<file path="src/rtl/whp_pkg.sv">
// Shared types and constants for the WAV header parser.
// No dependencies; every other file imports this package.
`timescale 1ns / 1ps
`default_nettype none

package whp_pkg;

   // Request and response payloads
   typedef struct packed {
      logic [7:0] file_byte;
      logic       first_byte;
      logic       last_byte;
   } req_payload_type;

   typedef struct packed {
      logic [1:0]  status;
      logic [15:0] channel_count;
      logic [31:0] sample_rate;
      logic [15:0] bits_per_sample;
      logic [31:0] data_bytes;
      logic [31:0] data_start;
      logic [31:0] frame_total;
   } rsp_payload_type;

   // Status codes
   localparam logic [1:0] STAT_OK        = 2'd0;
   localparam logic [1:0] STAT_NOT_RIFF  = 2'd1;
   localparam logic [1:0] STAT_NOT_WAVE  = 2'd2;
   localparam logic [1:0] STAT_TRUNCATED = 2'd3;

   // Chunk tags, first byte in the top lane
   localparam logic [31:0] TAG_RIFF = 32'h5249_4646;
   localparam logic [31:0] TAG_WAVE = 32'h5741_5645;
   localparam logic [31:0] TAG_FMT  = 32'h666D_7420;
   localparam logic [31:0] TAG_DATA = 32'h6461_7461;

   // fmt body layout
   localparam logic [31:0] FMT_BODY      = 32'd16;
   localparam logic [3:0]  FMT_CHAN_LO   = 4'd2;
   localparam logic [3:0]  FMT_CHAN_HI   = 4'd3;
   localparam logic [3:0]  FMT_RATE_B0   = 4'd4;
   localparam logic [3:0]  FMT_RATE_B1   = 4'd5;
   localparam logic [3:0]  FMT_RATE_B2   = 4'd6;
   localparam logic [3:0]  FMT_RATE_B3   = 4'd7;
   localparam logic [3:0]  FMT_DEPTH_LO  = 4'd14;
   localparam logic [3:0]  FMT_DEPTH_HI  = 4'd15;
   localparam logic [3:0]  FMT_LAST      = 4'd15;
   localparam logic [1:0]  WORD_LAST     = 2'd3;

   // Frame size: channels (16 bits) times bytes per sample (13 bits)
   localparam int FRAME_W   = 29;
   localparam int DIV_STEPS = 32;
   localparam int DIV_CNT_W = $clog2(DIV_STEPS);

   typedef enum logic [2:0] {
      PH_RIFF,
      PH_RSIZE,
      PH_WAVE,
      PH_CTAG,
      PH_CSIZE,
      PH_FMT,
      PH_SKIP,
      PH_DONE
   } phase_type;

   // Controller to datapath
   typedef struct packed {
      logic       restart;
      logic       advance;
      logic       tag_en;
      logic       chunk_clear;
      logic       chunk_en;
      logic       skip_load_chunk;
      logic       skip_load_fmt;
      logic       skip_dec;
      logic       fmt_en;
      logic [3:0] idx;
      logic       emit;
      logic [1:0] status;
   } ctrl_cmd_type;

   // Datapath to controller
   typedef struct packed {
      logic next_is_riff;
      logic next_is_wave;
      logic tag_is_fmt;
      logic tag_is_data;
      logic chunk_next_zero;
      logic chunk_over_body;
      logic skip_le_one;
   } dp_stat_type;

endpackage

`default_nettype wire

</file>
<file path="src/rtl/whp_div.sv">
// Iterative restoring divider, one quotient bit per cycle.
// Depends on whp_pkg.
`timescale 1ns / 1ps
`default_nettype none

module whp_div
   import whp_pkg::*;
(
   input  wire logic               clock,
   input  wire logic               reset,
   input  wire logic               start,
   input  wire logic [31:0]        dividend,
   input  wire logic [FRAME_W-1:0] divisor,
   output logic                    busy,
   output logic                    done,
   output logic [31:0]             quotient
);

   logic                 busy_ff, busy_in;
   logic                 done_ff, done_in;
   logic [DIV_CNT_W-1:0] cnt_ff, cnt_in;
   logic [FRAME_W-1:0]   rem_ff, rem_in;
   logic [FRAME_W-1:0]   dvs_ff, dvs_in;
   logic [31:0]          quo_ff, quo_in;
   logic [FRAME_W:0]     trial;
   logic [FRAME_W:0]     diff;
   logic                 ge;

   assign trial = {rem_ff, quo_ff[31]};
   assign ge    = trial >= {1'b0, dvs_ff};
   assign diff  = trial - {1'b0, dvs_ff};

   always_comb begin
      busy_in = busy_ff;
      done_in = 1'b0;
      cnt_in  = cnt_ff;
      rem_in  = rem_ff;
      dvs_in  = dvs_ff;
      quo_in  = quo_ff;
      if (start) begin
         busy_in = 1'b1;
         cnt_in  = '0;
         rem_in  = '0;
         dvs_in  = divisor;
         quo_in  = dividend;
      end else if (busy_ff) begin
         rem_in = ge ? diff[FRAME_W-1:0] : trial[FRAME_W-1:0];
         quo_in = {quo_ff[30:0], ge};
         cnt_in = cnt_ff + 1'b1;
         if (cnt_ff == DIV_CNT_W'(DIV_STEPS - 1)) begin
            busy_in = 1'b0;
            done_in = 1'b1;
         end
      end
   end

   always_ff @(posedge clock) begin
      if (reset) begin
         busy_ff <= 1'b0;
         done_ff <= 1'b0;
         cnt_ff  <= '0;
      end else begin
         busy_ff <= busy_in;
         done_ff <= done_in;
         cnt_ff  <= cnt_in;
      end
      rem_ff <= rem_in;
      dvs_ff <= dvs_in;
      quo_ff <= quo_in;
   end

   assign busy     = busy_ff | done_ff;
   assign done     = done_ff;
   assign quotient = quo_ff;

endmodule

`default_nettype wire

</file>
<file path="src/rtl/whp_ctrl.sv">
// Parse controller: phase and field-byte sequencing, command generation.
// Depends on whp_pkg.
`timescale 1ns / 1ps
`default_nettype none

module whp_ctrl
   import whp_pkg::*;
(
   input  wire logic         clock,
   input  wire logic         reset,
   input  wire logic         req_accept,
   input  wire logic         first_byte,
   input  wire logic         last_byte,
   input  wire dp_stat_type  stat,
   output ctrl_cmd_type      cmd
);

   phase_type  phase_ff, phase_in, ph, ph_main;
   logic [3:0] idx_ff, idx_in, idx;
   logic       active;
   logic       word_end;

   // a first byte restarts the parse before it is consumed
   assign ph       = first_byte ? PH_RIFF : phase_ff;
   assign idx      = first_byte ? 4'd0 : idx_ff;
   assign active   = req_accept && (ph != PH_DONE);
   assign word_end = idx[1:0] == WORD_LAST;

   // next state
   always_comb begin
      ph_main = ph;
      idx_in  = req_accept ? idx : idx_ff;
      if (active) begin
         case (ph)
            PH_RIFF: begin
               idx_in = word_end ? 4'd0 : idx + 1'b1;
               if (word_end) ph_main = stat.next_is_riff ? PH_RSIZE : PH_DONE;
            end
            PH_RSIZE: begin
               idx_in = word_end ? 4'd0 : idx + 1'b1;
               if (word_end) ph_main = PH_WAVE;
            end
            PH_WAVE: begin
               idx_in = word_end ? 4'd0 : idx + 1'b1;
               if (word_end) ph_main = stat.next_is_wave ? PH_CTAG : PH_DONE;
            end
            PH_CTAG: begin
               idx_in = word_end ? 4'd0 : idx + 1'b1;
               if (word_end) ph_main = PH_CSIZE;
            end
            PH_CSIZE: begin
               idx_in = word_end ? 4'd0 : idx + 1'b1;
               if (word_end) begin
                  if (stat.tag_is_fmt)           ph_main = PH_FMT;
                  else if (stat.tag_is_data)     ph_main = PH_DONE;
                  else if (stat.chunk_next_zero) ph_main = PH_CTAG;
                  else                           ph_main = PH_SKIP;
               end
            end
            PH_FMT: begin
               idx_in = idx + 1'b1;
               if (idx == FMT_LAST) ph_main = stat.chunk_over_body ? PH_SKIP : PH_CTAG;
            end
            PH_SKIP: begin
               if (stat.skip_le_one) ph_main = PH_CTAG;
            end
            default: ph_main = PH_DONE;
         endcase
      end
      phase_in = req_accept ? ph_main : phase_ff;
      if (active && last_byte) phase_in = PH_DONE;
   end

   // commands
   always_comb begin
      cmd         = '0;
      cmd.idx     = idx;
      cmd.restart = req_accept && first_byte;
      cmd.advance = active;
      if (active) begin
         case (ph)
            PH_RIFF: begin
               cmd.tag_en = 1'b1;
               if (word_end && !stat.next_is_riff) begin
                  cmd.emit   = 1'b1;
                  cmd.status = STAT_NOT_RIFF;
               end
            end
            PH_RSIZE: cmd.tag_en = 1'b0;
            PH_WAVE: begin
               cmd.tag_en = 1'b1;
               if (word_end && !stat.next_is_wave) begin
                  cmd.emit   = 1'b1;
                  cmd.status = STAT_NOT_WAVE;
               end
            end
            PH_CTAG: begin
               cmd.tag_en      = 1'b1;
               cmd.chunk_clear = word_end;
            end
            PH_CSIZE: begin
               cmd.chunk_en = 1'b1;
               if (word_end && !stat.tag_is_fmt) begin
                  if (stat.tag_is_data) begin
                     cmd.emit   = 1'b1;
                     cmd.status = STAT_OK;
                  end else begin
                     cmd.skip_load_chunk = !stat.chunk_next_zero;
                  end
               end
            end
            PH_FMT: begin
               cmd.fmt_en        = 1'b1;
               cmd.skip_load_fmt = (idx == FMT_LAST) && stat.chunk_over_body;
            end
            PH_SKIP: cmd.skip_dec = 1'b1;
            default: cmd.advance = 1'b1;
         endcase
         // final byte without an earlier result
         if (!cmd.emit && last_byte) begin
            cmd.emit   = 1'b1;
            cmd.status = STAT_TRUNCATED;
         end
      end
   end

   always_ff @(posedge clock) begin
      if (reset) begin
         phase_ff <= PH_RIFF;
         idx_ff   <= '0;
      end else begin
         phase_ff <= phase_in;
         idx_ff   <= idx_in;
      end
   end

   a_done_holds: assert property (@(posedge clock) disable iff (reset)
      (phase_ff == PH_DONE) && !(req_accept && first_byte) |=> phase_ff == PH_DONE)
      else $error("parse left finished state without a restart");

   a_emit_finishes: assert property (@(posedge clock) disable iff (reset)
      cmd.emit |=> phase_ff == PH_DONE)
      else $error("result issued but parse not finished");

   a_emit_needs_accept: assert property (@(posedge clock) disable iff (reset)
      cmd.emit |-> req_accept)
      else $error("result issued without an accepted request");

endmodule

`default_nettype wire

</file>
<file path="src/rtl/whp_dpath.sv">
// Parse datapath: tag and size assembly, skip counter, held fmt fields.
// Depends on whp_pkg; driven by whp_ctrl commands.
`timescale 1ns / 1ps
`default_nettype none

module whp_dpath
   import whp_pkg::*;
(
   input  wire logic          clock,
   input  wire logic          reset,
   input  wire ctrl_cmd_type  cmd,
   input  wire logic [7:0]    file_byte,
   output dp_stat_type        stat,
   output rsp_payload_type    stage,
   output logic [FRAME_W-1:0] divisor,
   output logic               divisor_nz
);

   logic [31:0] tag_ff, tag_in, tag_next;
   logic [31:0] chunk_ff, chunk_in, chunk_next;
   logic [31:0] skip_ff, skip_in;
   logic [31:0] pos_ff, pos_in, pos_plus;
   logic [15:0] chan_ff, chan_in;
   logic [31:0] rate_ff, rate_in;
   logic [15:0] depth_ff, depth_in;
   logic        ok;

   assign tag_next = {tag_ff[23:0], file_byte};
   assign pos_plus = pos_ff + 32'd1;

   always_comb begin
      chunk_next = chunk_ff;
      case (cmd.idx[1:0])
         2'd0:    chunk_next[7:0]   = chunk_ff[7:0]   | file_byte;
         2'd1:    chunk_next[15:8]  = chunk_ff[15:8]  | file_byte;
         2'd2:    chunk_next[23:16] = chunk_ff[23:16] | file_byte;
         default: chunk_next[31:24] = chunk_ff[31:24] | file_byte;
      endcase
   end

   always_comb begin
      tag_in   = cmd.tag_en ? tag_next : tag_ff;
      chunk_in = chunk_ff;
      if (cmd.chunk_clear)   chunk_in = '0;
      else if (cmd.chunk_en) chunk_in = chunk_next;

      skip_in = skip_ff;
      if (cmd.skip_load_chunk)                 skip_in = chunk_next;
      else if (cmd.skip_load_fmt)              skip_in = chunk_ff - FMT_BODY;
      else if (cmd.skip_dec && skip_ff != '0)  skip_in = skip_ff - 32'd1;

      pos_in = pos_ff;
      if (cmd.advance) pos_in = cmd.restart ? 32'd1 : pos_plus;

      chan_in  = cmd.restart ? '0 : chan_ff;
      rate_in  = cmd.restart ? '0 : rate_ff;
      depth_in = cmd.restart ? '0 : depth_ff;
      if (cmd.fmt_en) begin
         case (cmd.idx)
            FMT_CHAN_LO:  chan_in[7:0]    = file_byte;
            FMT_CHAN_HI:  chan_in[15:8]   = file_byte;
            FMT_RATE_B0:  rate_in[7:0]    = file_byte;
            FMT_RATE_B1:  rate_in[15:8]   = file_byte;
            FMT_RATE_B2:  rate_in[23:16]  = file_byte;
            FMT_RATE_B3:  rate_in[31:24]  = file_byte;
            FMT_DEPTH_LO: depth_in[7:0]   = file_byte;
            FMT_DEPTH_HI: depth_in[15:8]  = file_byte;
            default:      chan_in         = chan_in;
         endcase
      end
   end

   always_comb begin
      stat.next_is_riff    = tag_next == TAG_RIFF;
      stat.next_is_wave    = tag_next == TAG_WAVE;
      stat.tag_is_fmt      = tag_ff == TAG_FMT;
      stat.tag_is_data     = tag_ff == TAG_DATA;
      stat.chunk_next_zero = chunk_next == '0;
      stat.chunk_over_body = chunk_ff > FMT_BODY;
      stat.skip_le_one     = skip_ff <= 32'd1;
   end

   // result fields, held values as left by this byte
   assign ok = cmd.status == STAT_OK;
   always_comb begin
      stage.status          = cmd.status;
      stage.channel_count   = chan_in;
      stage.sample_rate     = rate_in;
      stage.bits_per_sample = depth_in;
      stage.data_bytes      = ok ? chunk_next : '0;
      stage.data_start      = ok ? pos_plus : '0;
      stage.frame_total     = '0;
   end

   // bytes per frame: 16 x 13 bit product, registered inside the divider
   assign divisor    = FRAME_W'(chan_in) * FRAME_W'(depth_in[15:3]);
   assign divisor_nz = (chan_in != '0) && (depth_in[15:3] != '0);

   always_ff @(posedge clock) begin
      if (reset) begin
         tag_ff   <= '0;
         chunk_ff <= '0;
         skip_ff  <= '0;
         pos_ff   <= '0;
         chan_ff  <= '0;
         rate_ff  <= '0;
         depth_ff <= '0;
      end else begin
         tag_ff   <= tag_in;
         chunk_ff <= chunk_in;
         skip_ff  <= skip_in;
         pos_ff   <= pos_in;
         chan_ff  <= chan_in;
         rate_ff  <= rate_in;
         depth_ff <= depth_in;
      end
   end

endmodule

`default_nettype wire

</file>
<file path="src/rtl/wav_header_parser.sv">
// WAV header parser top level: handshakes, response register, divider.
// Depends on whp_pkg, whp_ctrl, whp_dpath, whp_div.
//
//  Channel  Ports                         Direction  Contents
//  req      req_valid/req_ready/req_payload  in       one file byte, first/last marks
//  rsp      rsp_valid/rsp_ready/rsp_payload  out      status, fmt fields, data chunk info
//
// Cycles: one byte per cycle while parsing and not stalled. A byte that yields a result
//   with status ok and a nonzero frame size starts the 32-step divider;
//   requests are held off until frame_total is known.
// Other results go to the response register the cycle after the byte.
// Reset: synchronous, active high; parse restarts at the RIFF tag.
// Stalls: req_ready drops while the divider runs or while a response
//   waits in the output register and rsp_ready is low.
`timescale 1ns / 1ps
`default_nettype none

module wav_header_parser
   import whp_pkg::*;
(
   input  wire logic            clock,
   input  wire logic            reset,
   input  wire logic            req_valid,
   output logic                 req_ready,
   input  wire req_payload_type req_payload,
   output logic                 rsp_valid,
   input  wire logic            rsp_ready,
   output rsp_payload_type      rsp_payload
);

   ctrl_cmd_type       cmd;
   dp_stat_type        stat;
   rsp_payload_type    stage;
   rsp_payload_type    rsp_ff, rsp_in;
   logic               rsp_valid_ff, rsp_valid_in;
   logic [FRAME_W-1:0] divisor;
   logic               divisor_nz;
   logic               req_accept;
   logic               div_start, div_busy, div_done;
   logic [31:0]        div_quotient;

   // hold input while dividing or while the response slot stays full
   assign req_ready  = !div_busy && (!rsp_valid_ff || rsp_ready);
   assign req_accept = req_valid && req_ready;

   whp_ctrl u_ctrl (
      .clock      (clock),
      .reset      (reset),
      .req_accept (req_accept),
      .first_byte (req_payload.first_byte),
      .last_byte  (req_payload.last_byte),
      .stat       (stat),
      .cmd        (cmd)
   );

   whp_dpath u_dpath (
      .clock      (clock),
      .reset      (reset),
      .cmd        (cmd),
      .file_byte  (req_payload.file_byte),
      .stat       (stat),
      .stage      (stage),
      .divisor    (divisor),
      .divisor_nz (divisor_nz)
   );

   // frame count only for good headers with a nonzero frame size
   assign div_start = cmd.emit && (cmd.status == STAT_OK) && divisor_nz;

   whp_div u_div (
      .clock    (clock),
      .reset    (reset),
      .start    (div_start),
      .dividend (stage.data_bytes),
      .divisor  (divisor),
      .busy     (div_busy),
      .done     (div_done),
      .quotient (div_quotient)
   );

   // response register
   always_comb begin
      rsp_in       = rsp_ff;
      rsp_valid_in = rsp_valid_ff;
      if (rsp_valid_ff && rsp_ready) rsp_valid_in = 1'b0;
      if (div_done) begin
         rsp_in.frame_total = div_quotient;
         rsp_valid_in       = 1'b1;
      end
      if (cmd.emit) begin
         rsp_in       = stage;
         rsp_valid_in = !div_start;
      end
   end

   always_ff @(posedge clock) begin
      if (reset) begin
         rsp_valid_ff <= 1'b0;
      end else begin
         rsp_valid_ff <= rsp_valid_in;
      end
      rsp_ff <= rsp_in;
   end

   assign rsp_valid   = rsp_valid_ff;
   assign rsp_payload = rsp_ff;

   a_div_delivers: assert property (@(posedge clock) disable iff (reset)
      div_done |=> rsp_valid)
      else $error("divider finished but no response presented");

   a_single_byte_file: assert property (@(posedge clock) disable iff (reset)
      req_accept && req_payload.first_byte && req_payload.last_byte |=> rsp_valid)
      else $error("one-byte file gave no truncation response");

   a_no_emit_in_divide: assert property (@(posedge clock) disable iff (reset)
      div_busy |-> !cmd.emit)
      else $error("new result while divider busy");

endmodule

`default_nettype wire

</file>
<file path="config.mk">
export PLATFORM = sky130hd
export DESIGN_NAME = wav_header_parser
export DESIGN_NICKNAME = d
export VERILOG_FILES = /design/src/rtl/whp_pkg.sv /design/src/rtl/whp_div.sv /design/src/rtl/whp_ctrl.sv /design/src/rtl/whp_dpath.sv /design/src/rtl/wav_header_parser.sv
export SDC_FILE = /design/constraint.sdc
export NUM_CORES = 1
export LEC_CHECK = 0
export ABC_AREA = 1
export BUFFER_PORTS_ARGS = -buffer_cell sky130_fd_sc_hd__buf_2
export CORE_MARGIN = 2
export CORE_UTILIZATION = 50
export CTS_BUF_LIST = sky130_fd_sc_hd__clkbuf_8 sky130_fd_sc_hd__clkbuf_16
export CTS_CLUSTER_SIZE = 14
export DETAILED_ROUTE_END_ITERATION = 10
export PLACE_DENSITY_LB_ADDON = 0.3
export SLEW_MARGIN = 30
export SYNTH_ARGS = -nofsm -noshare
export SYNTH_HDL_FRONTEND = slang
export SYNTH_SLANG_ARGS = --single-unit
</file>
<file path="constraint.sdc">
create_clock -name clock -period 8.7 [get_ports clock]
set_input_delay 0.435 -clock clock [delete_from_list [all_inputs] [get_ports clock]]
set_output_delay 0.435 -clock clock [all_outputs]
set_load 0.1 [all_outputs]
</file>
## Word level (Yosys, flattened, before mapping)

Index checks and enable logic that the tools add are counted.
W data, S select, Z words.

- Register bits: 459
- Bits of input ports: 14
- Output and inout port bits: 164
- Word-level logic and storage cells: 176

- Multipliers: 1
- Eq/ne operators: 23
- Bitwise logic cells: 6
- Magnitude comparators: 3
- Reduce and logical (&&, ||, !) cells: 41
- Mux-type cells: 73
- $add $sub $neg: 6

Operators with widths:

| operator | count |
|---|---|
| $mux W32 | 9 |
| $eq A32 B31 Y1 const B | 4 |
| $mux W8 | 13 |
| $mux W3 | 24 |
| $mux W16 | 4 |
| $add A32 B1 Y32 const B | 1 |
| $gt A32 B5 Y1 const B | 1 |
| $le A32 B1 Y1 const B | 1 |
| $logic_not A32 Y1 | 1 |
| $or A8 B8 Y8 | 4 |
| $reduce_bool A32 Y1 | 1 |
| $sub A32 B1 Y32 const B | 1 |
| $sub A32 B5 Y32 const B | 1 |
| $ge A30 B29 Y1 | 1 |
| $mul A16 B13 Y29 | 1 |
| $mux W29 | 1 |
| $sub A29 B29 Y29 | 1 |
| $pmux W3 S7 | 1 |
| $eq A4 B3 Y1 const B | 4 |
| $mux W4 | 4 |
| $reduce_bool A16 Y1 | 1 |
| $logic_and A1 B1 Y1 | 15 |
| $mux W1 | 14 |
| $reduce_bool A13 Y1 | 1 |
| other kinds (25) | 44 |

## Logic depth before layout (Yosys ltp)

Gate-level depths: netlist (run 1).

- Depth after elaboration: 16
- Mapped depth: 35
- Depth with buffers taken out: 33

## Modules after synthesis

A second synthesis (run 1) with hierarchy kept.

- Cell total of the unflattened synthesis: 4,167
- Area total of the unflattened synthesis: 31,226.2 µm²

Modules (own cells, without submodules):

| module | cells an instance | area an instance (µm²) | instances | seq. area each (µm²) |
|---|---|---|---|---|
| whp_dpath | 2,858 | 18,788.0 | 1 | 3,843.7 |
| whp_div | 879 | 6,174.7 | 1 | 2,552.4 |
| wav_header_parser | 282 | 5,424.0 | 1 | 4,884.7 |
| whp_ctrl | 148 | 839.6 | 1 | 140.1 |

## Least setup slack after synthesis (run 1)

No wires, ideal clock.

- Kind: register to register
- From: register rsp_valid_ff, in the netlist rsp_valid
- To: register u_div.dvs_ff[20], data pin
- Setup slack: 1.992 ns
- Setup time: 0.256 ns
- Clock period less this slack: 6.708 ns
- Cell stages (with the launch flop): 29
- Arrival time: 6.451 ns
- Required time: 8.444 ns
- Buffers on the path: 3
- Cell sequence: dfxtp_1 nand2_1 nand3_2 buf_6 nor2_8 buf_4 nor2_1 nand2_1 nand2_1 clkbuf_1 nand2_1 fa_1 fa_1 inv_1 ha_1 fa_1 inv_1 fa_1 inv_1 ha_1 a21oi_1 a21boi_0 o21ai_0 a21boi_0 o21ai_0 nand2_1 inv_1 o21bai_1 nand2_1

RTL lines:

| item | RTL line | source |
|---|---|---|
| start, declared | wav_header_parser.sv:35 | `logic rsp_valid_ff, rsp_valid_in;` |
| start signal, assigned | wav_header_parser.sv:100 | `rsp_valid_ff <= rsp_valid_in;` |
| end signal, assigned | whp_div.sv:68 | `dvs_ff <= dvs_in;` |
| end, declared | whp_div.sv:23 | `logic [FRAME_W-1:0] dvs_ff, dvs_in;` |

## Final worst setup path (run 1)

- From: register u_ctrl.idx_ff[1]
- To: register u_div.dvs_ff[19], data pin

- Cells in the longest elaborated chain, start to end: 5
- Elaborated cells between the ends (all ways): 12
- Those cells by class: mul (1); eq/ne (4); mux (7)

RTL lines:

| item | RTL line | source |
|---|---|---|
| start, declared | whp_ctrl.sv:19 | `logic [3:0] idx_ff, idx_in, idx;` |
| start signal, assigned | whp_ctrl.sv:133 | `idx_ff <= idx_in;` |
| $mux W4 * | whp_ctrl.sv:25 | `assign idx = first_byte ? 4'd0 : idx_ff;` |
| $eq A4 B2 Y1 or $eq A4 B4 Y1 (tied branches) | whp_dpath.sv:59 | `case (cmd.idx)` |
| $mux W8 | whp_dpath.sv:59 |  |
| $mux W16 | whp_dpath.sv:58 | `if (cmd.fmt_en) begin` |
| $mul A16 B13 Y29 * | whp_dpath.sv:96 | `assign divisor = FRAME_W'(chan_in) * FRAME_W'(depth_in[15:3]);` |
| via divisor[19] | wav_header_parser.sv:36 | `logic [FRAME_W-1:0] divisor;` |

Mark *: on every way through the listed nets, which the timed path passes. The rest lies on a longest branch.
A chain may end at the register's enable or synchronous reset.

==> reports/results.ini, run 1 <==
[outcome]
status = completed

[cells_and_area]
seq_area_um2 = 11100
nNetsFinal = 4354
syn_to_final_growth_pct = 11.3
layout-drive-gt1-share_pct = 9.31
n_antenna_cell = 0
nFillCells = 5555
multi_input_area_um2 = 15900
stdcell_area_um2 = 33500
final_cells = 4886

[logic_synthesis]
synthesis.instances = 3944
syn-mean-instance-area_um2 = 7.63
synth_top_area_share_pct = 19.0
synth_area_leaders = edfxtp_1 19%, dfxtp_1 18%, nand2_1 12%, fa_1 10%, inv_1 8.2%
synth_top_cell_by_area = edfxtp_1
synthArstFlopShare_pct = 0
synth-seq-area-share_pct = 36.9
synth_warnings = 0
ys.flop_type = dfxtp_1
syn_area_um2 = 30100
syn-num-nets = 4228
synth-edff-count = 191
ys_seq_elements = 459
synth_cell_types = 56

[power]
seq_power_share_pct = 42.9
power_density_nw_per_um2 = 165
switching_power_uw = 1650
p_leak_uw = 0.0162
combPwrFrac_pct = 15.9
p_sw_share_pct = 29.9
peakVddDrop_mv = 0.201
clkPwrFrac_pct = 41.2
fin_total_pwr_uw = 5520
internal-power_uw = 3870

[global_route]
grt_pass1_vias = 24322
grt_pass1_wl_um = 131000
grt.overflow.total = 0
antenna_found_initial = 0
grt_usage_pct = 25.9
grt_max_degree = 164

[die]
die_y_um = 249
die_width_um = 249
die-area_um2 = 62200
ioPinCount = 178
initial_utilization_pct = 50.8
rows = 89
core_um2 = 59200

[clocking]
cts.sinks = 459
clk_pin_slew_ns = 0.06
cts_tree = yes
insertion_delay_ns = 0.62
clk_path_buf_depth = 3
cts_setup_buffers = 0
cts_made_buffers = 51
htreeDepth = 2
hold_buffers = 0
cts_root_buf = clkbuf_16
cts_resized = 0

[run]
maxCapViolations = 0

[route]
wirelength_um = 81600
drt_iter0_drc = 2398
drc_errors = 0
drt-met1-wl_um = 36800
top_layer = met4
wire_per_inst_um = 16.7
vias = 26013
antenna_left = 0
routed_via_density = 5.32
met2_length_um = 37200
met3_length_um = 5440
firstDrtPassIters = 6

[worst_setup_path]
crit_path_top_delay_cell = o21ai_2
worstPathRequired_ns = 9.08
crit_path_max_incr_delay_ns = 0.76
crit_fanout = 16
start_kind = flip-flop
cp-end-kind = flip-flop
worst-setup-path-type = reg -> reg
worstSetupPathDepth = 28
arrival_ns = 7.90
path_delay_family = adder cells
cp_num_buf_inv = 8
worst-r2r-cell-count = 28
cp_common_cell = inv_1

[timing]
relSlewSlack_pct = 34.6
drv_slew = 0
worst_slew_pin_slew_ns = 0.981
hold_viol_final = 0
rsz0062_at_grt = no
fin_crit_sh_pct = 86.5
setup_violations = 0
min_period_ns = 7.53
finalWorstSetupSlack_ns = 1.17
skew_ns = 0.0319
fmax_mhz = 133
fin_setup_tns_ns = 0

[worst_hold_path]
hp-class = in -> reg
hold_depth = 5

[place]
portBuffers = 177
post-dp-hpwl_um = 59300
dpl_cell_area_um2 = 31700
post-place-ws_ns = 0.920
place.gp.congestion = 0.990
dp.cells = 4790

==> per-stage QoR <==
| stage | util [%] | hold slack (ns) |
|---|---|---|
| 2_1_floorplan | - | 0.445 |
| 3_3_place_gp | 53.5 | 0.453 |
| 3_5_place_dp | 53.5 | 0.474 |
| 4_1_cts | 56.5 | 0.179 |
| 5_1_grt | 56.5 | 0.199 |
| 6_report | 56.5 | 0.210 |
==> synth_stat cells, types with 3 or more instances <==
cell type / number
clkbuf_1: 102
a21oi_1: 221
xor2_1: 84
inv_2: 12
o21ai_0: 170
o21bai_1: 10
a31oi_1: 3
nor2_2: 12
a21boi_0: 5
buf_4: 4
buf_1: 13
a211oi_1: 30
inv_1: 659
nor3_1: 57
ha_1: 115
nand4_1: 89
nand2_2: 8
nor2_4: 4
dfxtp_1: 268
nor4_1: 10
edfxtp_1: 191
clkinv_1: 3
xnor2_1: 20
nor2_1: 500
nor3_2: 3
nand3_1: 134
nand3b_1: 6
a21o_1: 7
nand2_1: 927
a22oi_1: 3
buf_2: 24
o21ai_2: 9
mux2i_1: 33
buf_6: 4
nand3_2: 4
o211ai_1: 19
fa_1: 155
==> worst paths after layout <==
path / start / to / slack (ns)
setup / recovery: u_ctrl.idx_ff[1] / u_div.dvs_ff[19] / 1.17
hold / removal: req_payload[0] / u_ctrl.phase_ff[0] / 0.21
setup reg to reg: u_ctrl.idx_ff[1] / u_div.dvs_ff[19] / 1.17
hold reg to reg: u_div.rem_ff[8] / u_div.rem_ff[8] / 0.48
==> cells by family (layout without fill, tap and decap cells) <==
logic type | after synthesis | after routing | share of synthesized area [%]
buf+inv | 825 | 994 | 10.6
mux | 33 | 33 | 1.10
simple gates | 1764 | 1764 | 24.3
xor+xnor | 104 | 104 | 3.03
compound gates | 489 | 489 | 9.03
flops | 459 | 459 | 36.9
fa+ha+maj | 270 | 270 | 15.1
==> final cells by class <==
cell class / count / area share [%]
clock inverters: 42 / 1.33
flip-flops and latches: 459 / 33.1
clock buffers: 54 / 3.97
multi-input cells: 2660 / 47.3
well taps: 773 / 2.89
inverters: 675 / 7.57
repair buffers: 223 / 3.76
==> power groups by stage <==
stage	Combinational, µW	Sequential [µW]	Clock [µW]
finish	877	2370	2270
detailed placement	864	2410	0
global route	964	2380	2390
CTS	868	2370	2310
floorplan	508	2570	0
global placement	860	2410	0
==> routing by layer <==
layer | vias to the layer above | global-route usage (%)
met5 | - | 0
li1 | 12695 | -
met3 | 149 | 3.63
met4 | 0 | 7.75
met2 | 874 | 41.1
met1 | 12295 | 36.9
==> cells in the final DEF, fill, tap and decap left out, types with 6 or more instances in the layout <==
master / netlist / layout
nand2_1: 927 / 924
inv_1: 659 / 665
nor2_1: 500 / 497
dfxtp_1: 268 / 266
a21oi_1: 221 / 221
edfxtp_1: 191 / 191
buf_2: 24 / 176
o21ai_0: 170 / 169
fa_1: 155 / 155
nand3_1: 134 / 134
ha_1: 115 / 115
nand4_1: 89 / 89
xor2_1: 84 / 84
nor3_1: 57 / 56
clkbuf_16: 0 / 52
buf_4: 4 / 45
mux2i_1: 33 / 33
a211oi_1: 30 / 30
xnor2_1: 20 / 20
o211ai_1: 19 / 19
nor2_2: 12 / 14
inv_2: 12 / 13
nand2_2: 8 / 11
o21ai_2: 9 / 11
clkinv_2: 0 / 11
nor4_1: 10 / 10
o21bai_1: 10 / 10
a21o_1: 7 / 7
bufinv_16: 0 / 7
clkinv_1: 3 / 6
nand3b_1: 6 / 6
==> worst register-to-register path: cells and delay by family (launching register included) <==
kind,cells,cell delay [ns]
buf+inv,8,0.82
simple gates,6,0.97
flops,1,0.36
fa+ha+maj,7,2.99
compound gates,7,2.11
==> registers in the layout (all words and copies together), names as in the netlist, 29 cells and up <==
register and flops:
u_dpath.tag_ff 32, rsp_payload 162, u_dpath.chunk_ff 32, u_dpath.skip_ff 32
u_div.dvs_ff 29, u_div.quotient 32, u_dpath.pos_ff 32, u_div.rem_ff 29
u_dpath.rate_ff 32
(Power assumes the default switching activity.)
==> run 2, diff against run 1 <==
--- a/config.mk
+++ b/config.mk
@@ -13,6 +13,7 @@
 export CTS_CLUSTER_SIZE = 14
 export DETAILED_ROUTE_END_ITERATION = 10
 export PLACE_DENSITY_LB_ADDON = 0.3
+export RECOVER_POWER = 25
 export SLEW_MARGIN = 30
 export SYNTH_ARGS = -nofsm -noshare
 export SYNTH_HDL_FRONTEND = slang
==> reports/results.ini, run 2 (same netlist as run 1, synthesis figures left out) <==
[worst_setup_path]
reg2reg_slack_ns = 0.78  ; -0.39 ns
crit_path_max_incr_delay_ns = 0.76  ; about the same
path_delay_family = adder cells
cp-end-kind = flip-flop
arrival_ns = 8.29  ; +0.39 ns
worstPathRequired_ns = 9.08  ; about the same
crit_fanout = 12  ; -4
crit_path_top_delay_cell = nand3_1
start_kind = flip-flop
cp_num_buf_inv = 8  ; unchanged
worst-setup-path-type = reg -> reg

[power]
seq_power_share_pct = 43.0  ; about the same
combPwrFrac_pct = 15.8  ; about the same
peakVddDrop_mv = 0.201  ; about the same
p_sw_share_pct = 30.0  ; +0.097 points
p_leak_uw = 0.0157  ; -3.4%
fin_total_pwr_uw = 5520  ; about the same
switching_power_uw = 1650  ; +0.29%
clkPwrFrac_pct = 41.3  ; about the same
internal-power_uw = 3860  ; -0.17%
power_density_nw_per_um2 = 166  ; +0.63%

[timing]
fin_hold_ws_ns = 0.210  ; +0.0000770 ns
min_period_ns = 7.92  ; +0.387 ns
fmax_mhz = 126  ; -4.9%
setup_violations = 0  ; unchanged
worst_slew_pin_slew_ns = 2.02  ; +1.04 ns
skew_ns = 0.0310  ; -0.000852 ns
drv_slew = 60  ; +60
rsz0062_at_grt = no
relSlewSlack_pct = -34.9  ; -69 points
fin_crit_sh_pct = 91.0  ; +4.5 points
finalWorstSetupSlack_ns = 0.783  ; -0.387 ns
fin_setup_tns_ns = 0  ; unchanged
hold_viol_final = 0  ; unchanged

[place]
dpl_cell_area_um2 = 31700  ; unchanged
post-place-ws_ns = 0.920  ; unchanged
place.gp.congestion = 0.990  ; unchanged
portBuffers = 177  ; unchanged
post-dp-hpwl_um = 59300  ; unchanged

[route]
wirelength_um = 81800  ; +0.18%
firstDrtPassIters = 8  ; +2
vias = 26011  ; -0.0077%
wire_per_inst_um = 16.7  ; +0.18%
antenna_left = 0  ; unchanged
drt_iter0_drc = 2219  ; -7.5%
drc_errors = 0  ; unchanged
routed_via_density = 5.32  ; about the same

[global_route]
grt_pass1_vias = 24322  ; unchanged
grt_max_degree = 164  ; unchanged
grt.overflow.total = 0  ; unchanged
antenna_found_initial = 0  ; unchanged
grt_pass1_wl_um = 131000  ; unchanged
grt_usage_pct = 25.9  ; unchanged

[clocking]
hold_buffers = 0  ; unchanged
cts_setup_buffers = 0  ; unchanged
clk_path_buf_depth = 3  ; unchanged
cts_resized = 0  ; unchanged
cts_made_buffers = 51  ; unchanged
htreeDepth = 2  ; unchanged
cts_tree = yes
clk_pin_slew_ns = 0.06  ; about the same
cts_root_buf = clkbuf_16
cts.sinks = 459  ; unchanged
insertion_delay_ns = 0.62  ; about the same

[outcome]
violations = max-capacitance violations, max-slew violations
status = finished, violations left

[die]
core_um2 = 59200  ; unchanged
die_width_um = 249  ; unchanged
die_y_um = 249  ; unchanged
rows = 89  ; unchanged
ioPinCount = 178  ; unchanged
initial_utilization_pct = 50.8  ; unchanged
die-area_um2 = 62200  ; unchanged

[cells_and_area]
nNetsFinal = 4354  ; unchanged
largest_reg_flops = 162  ; unchanged
n_antenna_cell = 0  ; unchanged
stdcell_area_um2 = 33300  ; -0.66%
layout_common_cells = 924 x nand2_1, 666 x inv_1, 497 x nor2_1, 266 x dfxtp_1, 221 x a21oi_1
layout-drive-gt1-share_pct = 5.20  ; -4.1 points
final_common_cell = nand2_1
nFillCells = 5646  ; +1.6%
syn_to_final_growth_pct = 10.5

[run]
maxCapViolations = 1  ; +1

[worst_hold_path]
hp-class = in -> reg

## run 2: final timing paths
check                  startpoint                  end  cells after the start
setup / recovery        rsp_valid     u_div.dvs_ff[19]                     27
hold / removal     req_payload[9]  u_dpath.rate_ff[31]                      3
setup reg to reg        rsp_valid     u_div.dvs_ff[19]                     27
hold reg to reg   u_div.rem_ff[8]      u_div.rem_ff[8]                      2
## run 2: per-stage QoR
stage               utilization (%)  instances
global placement               53.5       4790
CTS                            56.5       4886
detailed placement             53.5       4790
global route                   56.2       4886
floorplan                         -       3944
finish                         56.2       4886
## run 2: final cells by class
class | instances | area [µm²] | share of cell area, %
Multi-Input combinational cell | 2660 | 15800 | 47.6
Sequential cell | 459 | 11100 | 33.4
Inverter | 675 | 2540 | 7.62
Clock buffer | 54 | 1330 | 3.99
Timing Repair Buffer | 223 | 1050 | 3.14
Tap cell | 773 | 967 | 2.91
Clock inverter | 42 | 445 | 1.34
## run 2: per-layer routing
layer  track usage (%)  vias up  part of all wire [%]
li1                  -    12701                     -
met1              36.9    12316                    45
met2              41.1      849                    46
met3              3.63      145                   6.8
met4              7.75        0                   2.6
met5                 0        -                     0
## run 2: power groups by stage
stage	logic [µW]	registers (µW)	clock network, µW
after floorplan	508	2570	0
after global placement	860	2410	0
after detailed placement	864	2410	0
after CTS	868	2370	2310
after global routing	957	2380	2390
final	870	2370	2280
## run 2: tightest hold or removal path, cell delays in order
cell	delay (ns)
buf_2	0.18
nand2_1	0.10
a21oi_1	0.06
